**src/hw/rtl/pet_pkg.sv**
```systemverilog
package pet_pkg;

    localparam int MAX_VERTICES = 64;
    localparam int VERTEX_W     = 6;
    localparam int COUNT_W      = 7;
    localparam int TABLE_DEPTH  = (MAX_VERTICES * (MAX_VERTICES - 1)) / 2;
    localparam int IDX_W        = $clog2(TABLE_DEPTH);
    localparam int LEN_W        = 16;
    localparam int PHER_W       = 32;
    localparam int RATE_W       = 16;
    localparam int FACTOR_W     = RATE_W + 1;
    localparam int HI_W         = PHER_W - 16;
    localparam int PROD_W       = 16 + FACTOR_W;
    localparam int TOTAL_W      = 11;
    localparam int SUM_W        = 27;
    localparam int CFG_W        = 32;
    localparam int CFG_IDX_W    = 2;

    localparam logic [COUNT_W-1:0]  VERTEX_COUNT_RESET = COUNT_W'(64);
    localparam logic [PHER_W-1:0]   MIN_PHER_RESET     = PHER_W'(65536);
    localparam logic [RATE_W-1:0]   RATE_RESET         = RATE_W'(6554);
    localparam logic [TOTAL_W-1:0]  TOTAL_MAX          = '1;
    localparam logic [SUM_W-1:0]    SUM_MAX            = '1;

    localparam logic [CFG_IDX_W-1:0] CFG_VERTEX_COUNT  = CFG_IDX_W'(0);
    localparam logic [CFG_IDX_W-1:0] CFG_MIN_PHEROMONE = CFG_IDX_W'(1);
    localparam logic [CFG_IDX_W-1:0] CFG_EVAP_RATE     = CFG_IDX_W'(2);

    typedef enum logic [2:0] {
        OP_CONNECT   = 3'd0,
        OP_SELECT    = 3'd1,
        OP_ADD       = 3'd2,
        OP_QUERY     = 3'd3,
        OP_EVAPORATE = 3'd4,
        OP_CLEAR     = 3'd5
    } op_t;

    typedef enum logic [1:0] {
        STS_OK        = 2'd0,
        STS_SELF_LOOP = 2'd1,
        STS_RANGE     = 2'd2,
        STS_ABSENT    = 2'd3
    } status_t;

    typedef enum logic [2:0] {
        S_INIT,
        S_IDLE,
        S_LOOKUP,
        S_EXEC,
        S_SW_RD,
        S_SW_MUL,
        S_SW_WR,
        S_RESULT
    } state_t;

    typedef struct packed {
        logic              valid;
        logic              sel;
        logic [PHER_W-1:0] pher;
        logic [LEN_W-1:0]  len;
    } entry_t;

    typedef struct packed {
        logic capture;
        logic exec;
        logic init_wr;
        logic sweep_mul;
        logic sweep_wr;
        logic out_load;
        logic use_cnt;
    } cmd_t;

    typedef struct packed {
        logic cnt_last;
        logic out_free;
    } sts_t;

endpackage

```
**src/hw/rtl/pet_ctrl.sv**
```systemverilog
module pet_ctrl (
    input  logic          clk,
    input  logic          rst_n,
    input  logic          in_valid,
    input  logic [2:0]    op,
    input  pet_pkg::sts_t sts,
    output logic          in_stall,
    output pet_pkg::cmd_t cmd
);
    import pet_pkg::*;

    state_t state_reg;
    state_t state_next;

    always_ff @(posedge clk or negedge rst_n)
    begin
        if (!rst_n)
        begin
            state_reg <= S_INIT;
        end
        else
        begin
            state_reg <= state_next;
        end
    end

    always_comb
    begin
        state_next = state_reg;
        cmd        = '0;
        in_stall   = 1'b1;
        unique case (state_reg)
            S_INIT:
            begin
                cmd.init_wr = 1'b1;
                cmd.use_cnt = 1'b1;
                if (sts.cnt_last)
                begin
                    state_next = S_IDLE;
                end
            end
            S_IDLE:
            begin
                in_stall = 1'b0;
                if (in_valid)
                begin
                    cmd.capture = 1'b1;
                    unique case (op_t'(op))
                        OP_CONNECT, OP_SELECT, OP_ADD, OP_QUERY: state_next = S_LOOKUP;
                        OP_EVAPORATE, OP_CLEAR:                  state_next = S_SW_RD;
                        default:                                 state_next = S_RESULT;
                    endcase
                end
            end
            S_LOOKUP:
            begin
                state_next = S_EXEC;
            end
            S_EXEC:
            begin
                cmd.exec   = 1'b1;
                state_next = S_RESULT;
            end
            S_SW_RD:
            begin
                cmd.use_cnt = 1'b1;
                state_next  = S_SW_MUL;
            end
            S_SW_MUL:
            begin
                cmd.use_cnt   = 1'b1;
                cmd.sweep_mul = 1'b1;
                state_next    = S_SW_WR;
            end
            S_SW_WR:
            begin
                cmd.use_cnt  = 1'b1;
                cmd.sweep_wr = 1'b1;
                state_next   = sts.cnt_last ? S_RESULT : S_SW_RD;
            end
            S_RESULT:
            begin
                if (sts.out_free)
                begin
                    cmd.out_load = 1'b1;
                    state_next   = S_IDLE;
                end
            end
            default:
            begin
                state_next = S_IDLE;
            end
        endcase
    end

endmodule

```
**config.mk**
```make
export PLATFORM = sky130hd
export DESIGN_NAME = pet_ctrl
export DESIGN_NICKNAME = d
export VERILOG_FILES = /design/src/hw/rtl/pet_pkg.sv /design/src/hw/rtl/pet_ctrl.sv
export SDC_FILE = /design/constraint.sdc
export NUM_CORES = 1
export LEC_CHECK = 0
export ABC_CLOCK_PERIOD_IN_PS = 800
export BUFFER_PORTS_ARGS = -buffer_cell sky130_fd_sc_hd__buf_2
export CORE_AREA = 2 2 39 41
export CTS_BUF_LIST = sky130_fd_sc_hd__clkbuf_4
export DETAILED_ROUTE_END_ITERATION = 7
export DIE_AREA = 0 0 41 43
export HOLD_SLACK_MARGIN = 0.12
export PLACE_DENSITY = 0.52
export SYNTH_ARGS = -nofsm -noshare
export SYNTH_HDL_FRONTEND = slang
export SYNTH_SLANG_ARGS = --single-unit
```
**constraint.sdc**
```tcl
create_clock -name clk -period 0.8 [get_ports clk]
set_input_delay 0.16 -clock clk [delete_from_list [all_inputs] [get_ports clk]]
set_output_delay 0.16 -clock clk [all_outputs]
set_load 0.02 [all_outputs]
```
==> impl_metrics.toml, run 1 <==
[die]
initial_core_util_pct = 17.9
die_w_um = 41
core-area_mm2 = 0.00138
ioPinCount = 16
die-height_um = 43
rows = 14
design.die.area_mm2 = 0.00176

[logic_synthesis]
share_of_the_yosys_chip_area_belonging_to_registers_pct = 30.3
synth.top_cells.by_area = "sky130_fd_sc_hd__dfrtp_1 30%, sky130_fd_sc_hd__nand2b_4 11%, sky130_fd_sc_hd__nand2_1 7.6%"
synth_compound_gate_area_share_pct = 21.2
mappedNetlistArea_um2 = 248
syn_inst = 31
yosysWarningCount = 0
synth_seq_cells = 3
post-synth-top-area-fraction_pct = 30.3
post-synth-top-area-cell = "sky130_fd_sc_hd__dfrtp_1"
synthSimpleGateAreaFrac_pct = 32.8
synth_xor_xnor_area_share_pct = 3.54
synth_mux_area_share_pct = 0
synth_nets = 39
combinational_family_with_the_most_area_after_synthesis = "simple AND/OR/NAND/NOR gates"
synth.lib_cells_used.distinct = 17
synth_adder_area_share_pct = 0
syn-mean-instance-area_um2 = 7.99

[outcome]
run_status = "finished with violations"
violated_checks = "negative setup slack"

[power_and_ir_drop]
power.ir.vdd_worst_uv = 1020
power.leakage_nw = 0.265
power_density_relative_to_cell_area_mw_per_mm2 = 4190
p_total_mw = 2.31

[min_path]
hp-class = "in2reg"
hold-path-cell-count = 3

[sta]
rsz0062_at_grt = "true"
clock-skew-final_ns = 0.00666
hold-worst-slack_ns = 0.203
slew_headroom_pct = 84.1
fin_crit_ns = 1.33
maxSlewViolCount = 0
achievable-frequency_mhz = 754
setup_violations = 11
final_min_period_over_clock_period_pct = 166
tightest_slew_ns = 0.238
timing.final.ws_setup_ns = -0.527
hold_viol_final = 0

[clock_tree]
insertion_delay_ns = 0.25
clk_transition_reported_paths_ns = 0.04
sinks_on_clock_net = 3
cts.path.max_buffers = 2
cts_root_buf = "sky130_fd_sc_hd__clkbuf_4"
tritoncts_buffers = 3
cts_tree = "yes"
cts-htree-levels = 1

[worst_setup_path]
critPathBufInv = 2
worst_ep_arrival_time_ns = 1.17
timing.critical_path.from_type = "flip-flop"
crit_slowest_cell = "sky130_fd_sc_hd__dfrtp_2"
crit_cells = 3
crit_path_cell_trace = "buf_4, o21ai_1, buf_4"
setup.worst_path.class = "reg2out"
critical_path.max_stage_delay_ns = 0.44
timing.critical_path.required_ns = 0.64
ff2ff_path_depth = 5
crit_path_frequent_cell = "sky130_fd_sc_hd__buf_4"
worst-path-max-fanout = 5
element_type_at_the_critical_path_end = "output pin"
cp_top_family = "flip-flops"

[drt]
wl_per_cell_um = 10.9
wirelength_um = 803
initialDrtViolationCount = 11
ant_nets = 0
drc_errors = 0
vias_per_cell = 4.24
dr_total_vias = 314
drt_pass1_iterations = 3

[layout]
finish.net_count = 67
number_of_flip_flops_under_the_largest_register_name = 3
syn_to_final_growth_pct = 123
share_of_post_route_cells_with_drive_strength_above_1_pct = 81.0
antenna_diode_count = 0
post-route-util_pct = 39.9

[global_route]
antenna_found_initial = 0
via_count_of_the_first_global_routing_pass = 304
global_route_wire_length_before_repair_um = 1280
grt_util_all_layers_pct = 12.3
largest_net_degree_at_the_start_of_global_routing = 7
grt-ovfl-total = 0

[placed_design]
dp_hpwl_um = 563
globalplace.congestion = 0.749
port_buffers = 14

[job]
drv.max_cap_violation_count = 0
## where the power goes
group          leakage (nW)  switching, mW  internal [mW]
clock network        0.0184         0.0972          0.222
registers            0.0294          0.127          0.234
logic                 0.218          0.781          0.853
## stage by stage
step	instances	setup slack (ns)	instance area, µm²	TNS, ns
floorplan	31	-0.264	288	-1.60
global placement	66	-0.287	408	-2.69
detailed placement	66	-0.297	408	-2.90
CTS	73	-0.529	503	-4.81
global route	74	-0.559	552	-5.17
finish	74	-0.527	552	-4.73
## final timing paths
| kind | start | end | slack, ns |
|---|---|---|---|
| hold / removal | sts[1] | state_reg[0]$_DFFE_PN0P_ | 0.20 |
| min in group asynchronous | rst_n | state_reg[0]$_DFFE_PN0P_ | 0.23 |
| setup / recovery | state_reg[0]$_DFFE_PN0P_ | cmd[0] | -0.53 |
| max in group asynchronous | rst_n | state_reg[2]$_DFFE_PN0P_ | 0.44 |
| hold reg to reg | state_reg[0]$_DFFE_PN0P_ | state_reg[0]$_DFFE_PN0P_ | 0.66 |
| setup reg to reg | state_reg[0]$_DFFE_PN0P_ | state_reg[1]$_DFFE_PN0P_ | -0.30 |
## cells in the final DEF (no fill, tap or decap), drive strengths merged
cell type,n
buf,24
nor2,6
nand2,5
clkbuf,4
dfrtp,3
inv,3
nand2b,2
a21oi,2
nor3,1
o21ai,1
o211ai,1
a221oi,1
xnor2,1
a2bb2oi,1
nand3,1
a31oi,1
dlygate4sd3,1
## what timing repair did
action                                  4_1_cts  5_1_grt
hold buffers                                  1        0
endpoints found under the hold margin         3        0
gates cloned                                  0        0
gates resized for setup                      14       10
endpoints found under the setup margin       11       11
setup buffers                                 2        1
pin swaps                                     1        1
## final cells by class
cell class              instances  area, µm²
well taps                      16       20.0
repair buffers                 25        195
multi-input cells              23        216
clock buffers                   4       30.0
fillers                       131        832
flip-flops and latches          3       78.8
inverters                       3       11.3
## cells by family after synthesis
logic type | count (synthesis)
AND/OR/NAND/NOR | 15
AO/OA/AOI/OAI | 7
buffers and inverters | 5
flip-flops | 3
XOR/XNOR | 1
## Yosys cell counts
| cell type | count |
|---|---|
| sky130_fd_sc_hd__a221oi_2 | 1 |
| sky130_fd_sc_hd__o21ai_0 | 1 |
| sky130_fd_sc_hd__xnor2_1 | 1 |
| sky130_fd_sc_hd__a2bb2oi_1 | 1 |
| sky130_fd_sc_hd__buf_6 | 1 |
| sky130_fd_sc_hd__nand2b_4 | 2 |
| sky130_fd_sc_hd__nand2_1 | 5 |
| sky130_fd_sc_hd__inv_1 | 3 |
| sky130_fd_sc_hd__dfrtp_1 | 3 |
| sky130_fd_sc_hd__nor3_1 | 1 |
| sky130_fd_sc_hd__a31oi_1 | 1 |
| sky130_fd_sc_hd__o211ai_1 | 1 |
| sky130_fd_sc_hd__buf_4 | 1 |
| sky130_fd_sc_hd__nor2_2 | 1 |
| sky130_fd_sc_hd__a21oi_1 | 2 |
| sky130_fd_sc_hd__nand3_1 | 1 |
| sky130_fd_sc_hd__nor2_1 | 5 |
## per-layer routing
layer  share of wire [%]  vias up  track usage, %
met5                   0        -               0
met1                  34      144            13.2
met2                  54        8            15.9
met3                 5.4        4            4.71
li1                    -      158               -
met4                 5.9        0            14.0
## worst register-to-register path, stage by stage, from the launching register on
cell	delay, ns
sky130_fd_sc_hd__dfrtp_2	0.44
sky130_fd_sc_hd__buf_4	0.17
sky130_fd_sc_hd__nand2_4	0.06
sky130_fd_sc_hd__nor2_4	0.04
sky130_fd_sc_hd__buf_4	0.13
sky130_fd_sc_hd__a221oi_2	0.16
(Power assumes the default switching activity.)
==> run 2, diff against run 1 <==
BUFFER_PORTS_ARGS = default   (was -buffer_cell sky130_fd_sc_hd__buf_2)
DONT_BUFFER_PORTS = 1   (was default)
PLACE_DENSITY = 0.41   (was 0.52)
==> impl_metrics.toml, run 2 (synthesized netlist as in run 1, its figures left out) <==
[sta]
clock-skew-final_ns = 0.00126
hold_viol_final = 0
rsz0062_at_grt = "true"
achievable-frequency_mhz = 786
setup_violations = 11
timing.final.ws_setup_ns = -0.473
fin_crit_ns = 1.27
tightest_slew_ns = 0.246
slew_headroom_pct = 83.6
maxSlewViolCount = 0
final_min_period_over_clock_period_pct = 159

[clock_tree]
cts_root_buf = "sky130_fd_sc_hd__clkbuf_4"
cts.hold.buffers_added = 1
tritoncts_buffers = 3
clk_transition_reported_paths_ns = 0.04
cts-htree-levels = 1
cts_tree = "yes"
sinks_on_clock_net = 3
insertion_delay_ns = 0.24
cts.path.max_buffers = 2

[placed_design]
dp_hpwl_um = 518
globalplace.congestion = 0.849
port_buffers = 0
post-place-cells = 58

[layout]
layout.cells.most_common_list = "9 x sky130_fd_sc_hd__buf_4, 4 x sky130_fd_sc_hd__clkbuf_4, 4 x sky130_fd_sc_hd__buf_6"
antenna_diode_count = 0
final.fill_count = 145
area_of_combinational_cells_with_multiple_inputs_um2 = 229
syn_to_final_growth_pct = 107
number_of_flip_flops_under_the_largest_register_name = 3
final_cells = 64
layout_commonest_cell = "sky130_fd_sc_hd__buf_4"
finish.net_count = 57
area.sequential_um2 = 78.8
share_of_post_route_cells_with_drive_strength_above_1_pct = 72.9

[die]
core-area_mm2 = 0.00138
die-height_um = 43
ioPinCount = 16
rows = 14
die_w_um = 41
initial_core_util_pct = 17.9
design.die.area_mm2 = 0.00176

[worst_setup_path]
element_type_at_the_critical_path_end = "output pin"
timing.critical_path.from_type = "flip-flop"
critical_path.max_stage_delay_ns = 0.43
setup.worst_path.class = "reg2out"
timing.critical_path.required_ns = 0.64
crit_slowest_cell = "sky130_fd_sc_hd__dfrtp_2"
crit_path_cell_trace = "buf_6, nor3_4, buf_6"
worst-path-max-fanout = 5
worst_ep_arrival_time_ns = 1.11
crit_path_frequent_cell = "sky130_fd_sc_hd__buf_6"

[drt]
drc_errors = 0
initialDrtViolationCount = 0
drt_pass1_iterations = 1
ant_nets = 0
dr_total_vias = 283
wl_per_cell_um = 12.0
wirelength_um = 770
vias_per_cell = 4.42

[power_and_ir_drop]
power.ir.vdd_worst_uv = 1770
power.leakage_nw = 0.236
p_total_mw = 2.29
power_density_relative_to_cell_area_mw_per_mm2 = 4470

[global_route]
antenna_found_initial = 0
grt-ovfl-total = 0
global_route_wire_length_before_repair_um = 1190
grt_util_all_layers_pct = 10.3
largest_net_degree_at_the_start_of_global_routing = 8
via_count_of_the_first_global_routing_pass = 298

[outcome]
run_status = "finished with violations"
violated_checks = "negative setup slack"

[job]
drv.max_cap_violation_count = 0

[min_path]
hp-class = "in2reg"
run 2: cell types whose count changed in the layout (fill, tap and decap cells not counted), sizes merged:
cell / previous run / this run
buf: 24 / 14
run 2: what timing repair did:
| action | CTS | global route |
|---|---|---|
| setup endpoints to repair | 11 | 11 |
| gates resized for setup | 9 | 6 |
| pin swaps | 2 | 2 |
| hold endpoints to repair | 4 | 1 |
| setup buffers | 1 | 0 |
run 2: area by class of cell:
type,count,share of cell area [%]
multi-input combinational,23,44.7
timing repair buffer,15,27.9
sequential,3,15.4
clock buffer,4,5.87
tap,16,3.91
inverter,3,2.20
run 2: power by group:
group	leakage (nW)	internal (mW)	switching (mW)
clock network	0.0184	0.221	0.0837
registers	0.0294	0.233	0.134
logic	0.188	0.838	0.777
run 2: worst paths after layout:
check | startpoint | end | slack (ns) | depth (start not counted)
max in group asynchronous | rst_n | state_reg[2]$_DFFE_PN0P_ | 0.47 | 1
worst max register to register | state_reg[1]$_DFFE_PN0P_ | state_reg[2]$_DFFE_PN0P_ | -0.24 | 4
min in group asynchronous | rst_n | state_reg[1]$_DFFE_PN0P_ | 0.17 | 1
worst min register to register | state_reg[2]$_DFFE_PN0P_ | state_reg[2]$_DFFE_PN0P_ | 0.74 | 2
worst min-delay path | in_valid | state_reg[0]$_DFFE_PN0P_ | 0.11 | 2
worst max-delay path | state_reg[0]$_DFFE_PN0P_ | cmd[4] | -0.47 | 3
run 2: stage by stage:
step	utilization (%)	TNS (ns)	instance area (µm²)	hold WS, ns	setup slack [ns]
after detailed placement	28.6	-2.39	395	-0.135	-0.265
after CTS	33.9	-4.06	469	0.107	-0.479
final	37.0	-4.21	512	0.110	-0.473
after global placement	28.6	-2.35	395	-0.135	-0.251
after floorplan	-	-1.60	288	-0.136	-0.264
after global routing	37.0	-4.66	512	0.121	-0.509
run 2: worst max-delay path: cells and delay by family, from the launching register on:
kind,cells,cell delay [ns]
buffers and inverters,2,0.28
flip-flops,1,0.43
AND/OR/NAND/NOR,1,0.15
run 2: per-layer routing:
layer | vias to the layer above | part of all wire, % | track usage [%]
li1 | 137 | - | -
met1 | 132 | 41 | 13.0
met2 | 12 | 49 | 12.8
met3 | 2 | 8.3 | 3.14
met4 | 0 | 1.7 | 10.0
met5 | - | 0 | 0
==> run 3, diff against run 2 <==
REMOVE_ABC_BUFFERS = 1   (was default)
==> impl_metrics.toml, run 3 (synthesized netlist as in run 1, its figures left out) <==
[outcome]
run_status = "finished with violations"
violated_checks = "negative setup slack"

[placed_design]
dp_worst_setup_slack_ns = -0.342
port_buffers = 0
globalplace.congestion = 0.716
dp_hpwl_um = 503

[global_route]
via_count_of_the_first_global_routing_pass = 308
grt-ovfl-total = 0
largest_net_degree_at_the_start_of_global_routing = 8
antenna_found_initial = 0
grt_util_all_layers_pct = 11.9
global_route_wire_length_before_repair_um = 1340

[worst_setup_path]
timing.critical_path.required_ns = 0.64
ff2ff_path_depth = 4
worst-path-max-fanout = 4
worst_ep_arrival_time_ns = 1.18
element_type_at_the_critical_path_end = "output pin"
setup.worst_path.class = "reg2out"
timing.critical_path.from_type = "flip-flop"

[drt]
drc_errors = 0
initialDrtViolationCount = 1
dr_total_vias = 296
drt_pass1_iterations = 2
wl_per_cell_um = 12.2
wirelength_um = 867
ant_nets = 0
vias_per_cell = 4.17

[die]
die-height_um = 43
design.die.area_mm2 = 0.00176
core-area_mm2 = 0.00138
rows = 14
initial_core_util_pct = 17.9
die_w_um = 41
ioPinCount = 16

[sta]
setup_violations = 11
final_min_period_over_clock_period_pct = 167
timing.final.ws_setup_ns = -0.538
maxSlewViolCount = 0
fin_crit_ns = 1.34
slew_headroom_pct = 86.0
hold-worst-slack_ns = 0.117
clock-skew-final_ns = 0.00533
hold_viol_final = 0
rsz0062_at_grt = "true"
achievable-frequency_mhz = 747
tightest_slew_ns = 0.209

[clock_tree]
tritoncts_buffers = 3
sinks_on_clock_net = 3
cts_root_buf = "sky130_fd_sc_hd__clkbuf_4"
cts.path.max_buffers = 2
clk_transition_reported_paths_ns = 0.04
insertion_delay_ns = 0.23
cts_tree = "yes"
cts-htree-levels = 1

[power_and_ir_drop]
power.leakage_nw = 0.250
p_total_mw = 2.21
power_density_relative_to_cell_area_mw_per_mm2 = 4390
power.ir.vdd_worst_uv = 1610

[layout]
number_of_flip_flops_under_the_largest_register_name = 3
post-route-util_pct = 36.3
syn_to_final_growth_pct = 103
antenna_diode_count = 0
layout.cells.most_common_list = "17 x sky130_fd_sc_hd__buf_4, 5 x sky130_fd_sc_hd__nand2_1, 4 x sky130_fd_sc_hd__clkbuf_4, 4 x sky130_fd_sc_hd__buf_6"
layout_commonest_cell = "sky130_fd_sc_hd__buf_4"
share_of_post_route_cells_with_drive_strength_above_1_pct = 70.9
finish.net_count = 64

[job]
drv.max_cap_violation_count = 0

[min_path]
hp-class = "in2reg"
hold-path-cell-count = 2
[run 3: worst max-delay path: stages (launching register included)]
cell and delay, ns:
sky130_fd_sc_hd__dfrtp_2 0.42, sky130_fd_sc_hd__nand2b_4 0.15, sky130_fd_sc_hd__nand2b_4 0.14, sky130_fd_sc_hd__nor2_1 0.09, sky130_fd_sc_hd__buf_4 0.15
[run 3: metal layers]
layer  up-vias  wire length (µm)  track usage (%)
li1        153                 -                -
met1       131               364             15.2
met2        12               426             16.3
met3         0                75             3.66
met4         0                 0             8.00
met5         -                 0                0
[run 3: worst paths after layout]
check / from / to / slack, ns
max: state_reg[1]$_DFFE_PN0P_ / cmd[6] / -0.54
min: sts[1] / state_reg[0]$_DFFE_PN0P_ / 0.12
max reg2reg: state_reg[2]$_DFFE_PN0P_ / state_reg[1]$_DFFE_PN0P_ / -0.32
min reg2reg: state_reg[0]$_DFFE_PN0P_ / state_reg[0]$_DFFE_PN0P_ / 0.78
max in group asynchronous: rst_n / state_reg[2]$_DFFE_PN0P_ / 0.45
min in group asynchronous: rst_n / state_reg[1]$_DFFE_PN0P_ / 0.18
[run 3: timing repair]
action,in CTS,in global routing
gates resized for setup,12,3
pin swaps,2,1
buffers inserted,4,1
endpoints found under the setup margin,11,11
hold buffers,1,0
endpoints found under the hold margin,5,0
[run 3: per-stage QoR]
stage	instances	TNS, ns	cell area (µm²)
5_1_grt	71	-5.17	503
3_5_place_dp	61	-2.80	369
3_3_place_gp	61	-2.94	369
2_1_floorplan	29	-2.68	229
4_1_cts	70	-4.28	475
6_report	71	-4.51	503
[run 3: area by class of cell]
class / count / area, µm²
Clock buffer: 4 / 30.0
Sequential cell: 3 / 78.8
Fill cell: 150 / 881
Tap cell: 16 / 20.0
Multi-Input combinational cell: 23 / 180
Inverter: 3 / 11.3
Timing Repair Buffer: 22 / 183
[run 3: power by group]
| group | internal, mW | total (mW) | leakage [nW] | switching [mW] |
|---|---|---|---|---|
| Sequential | 0.234 | 0.341 | 0.0294 | 0.108 |
| Clock | 0.221 | 0.298 | 0.0184 | 0.0779 |
| Combinational | 0.854 | 1.57 | 0.202 | 0.715 |
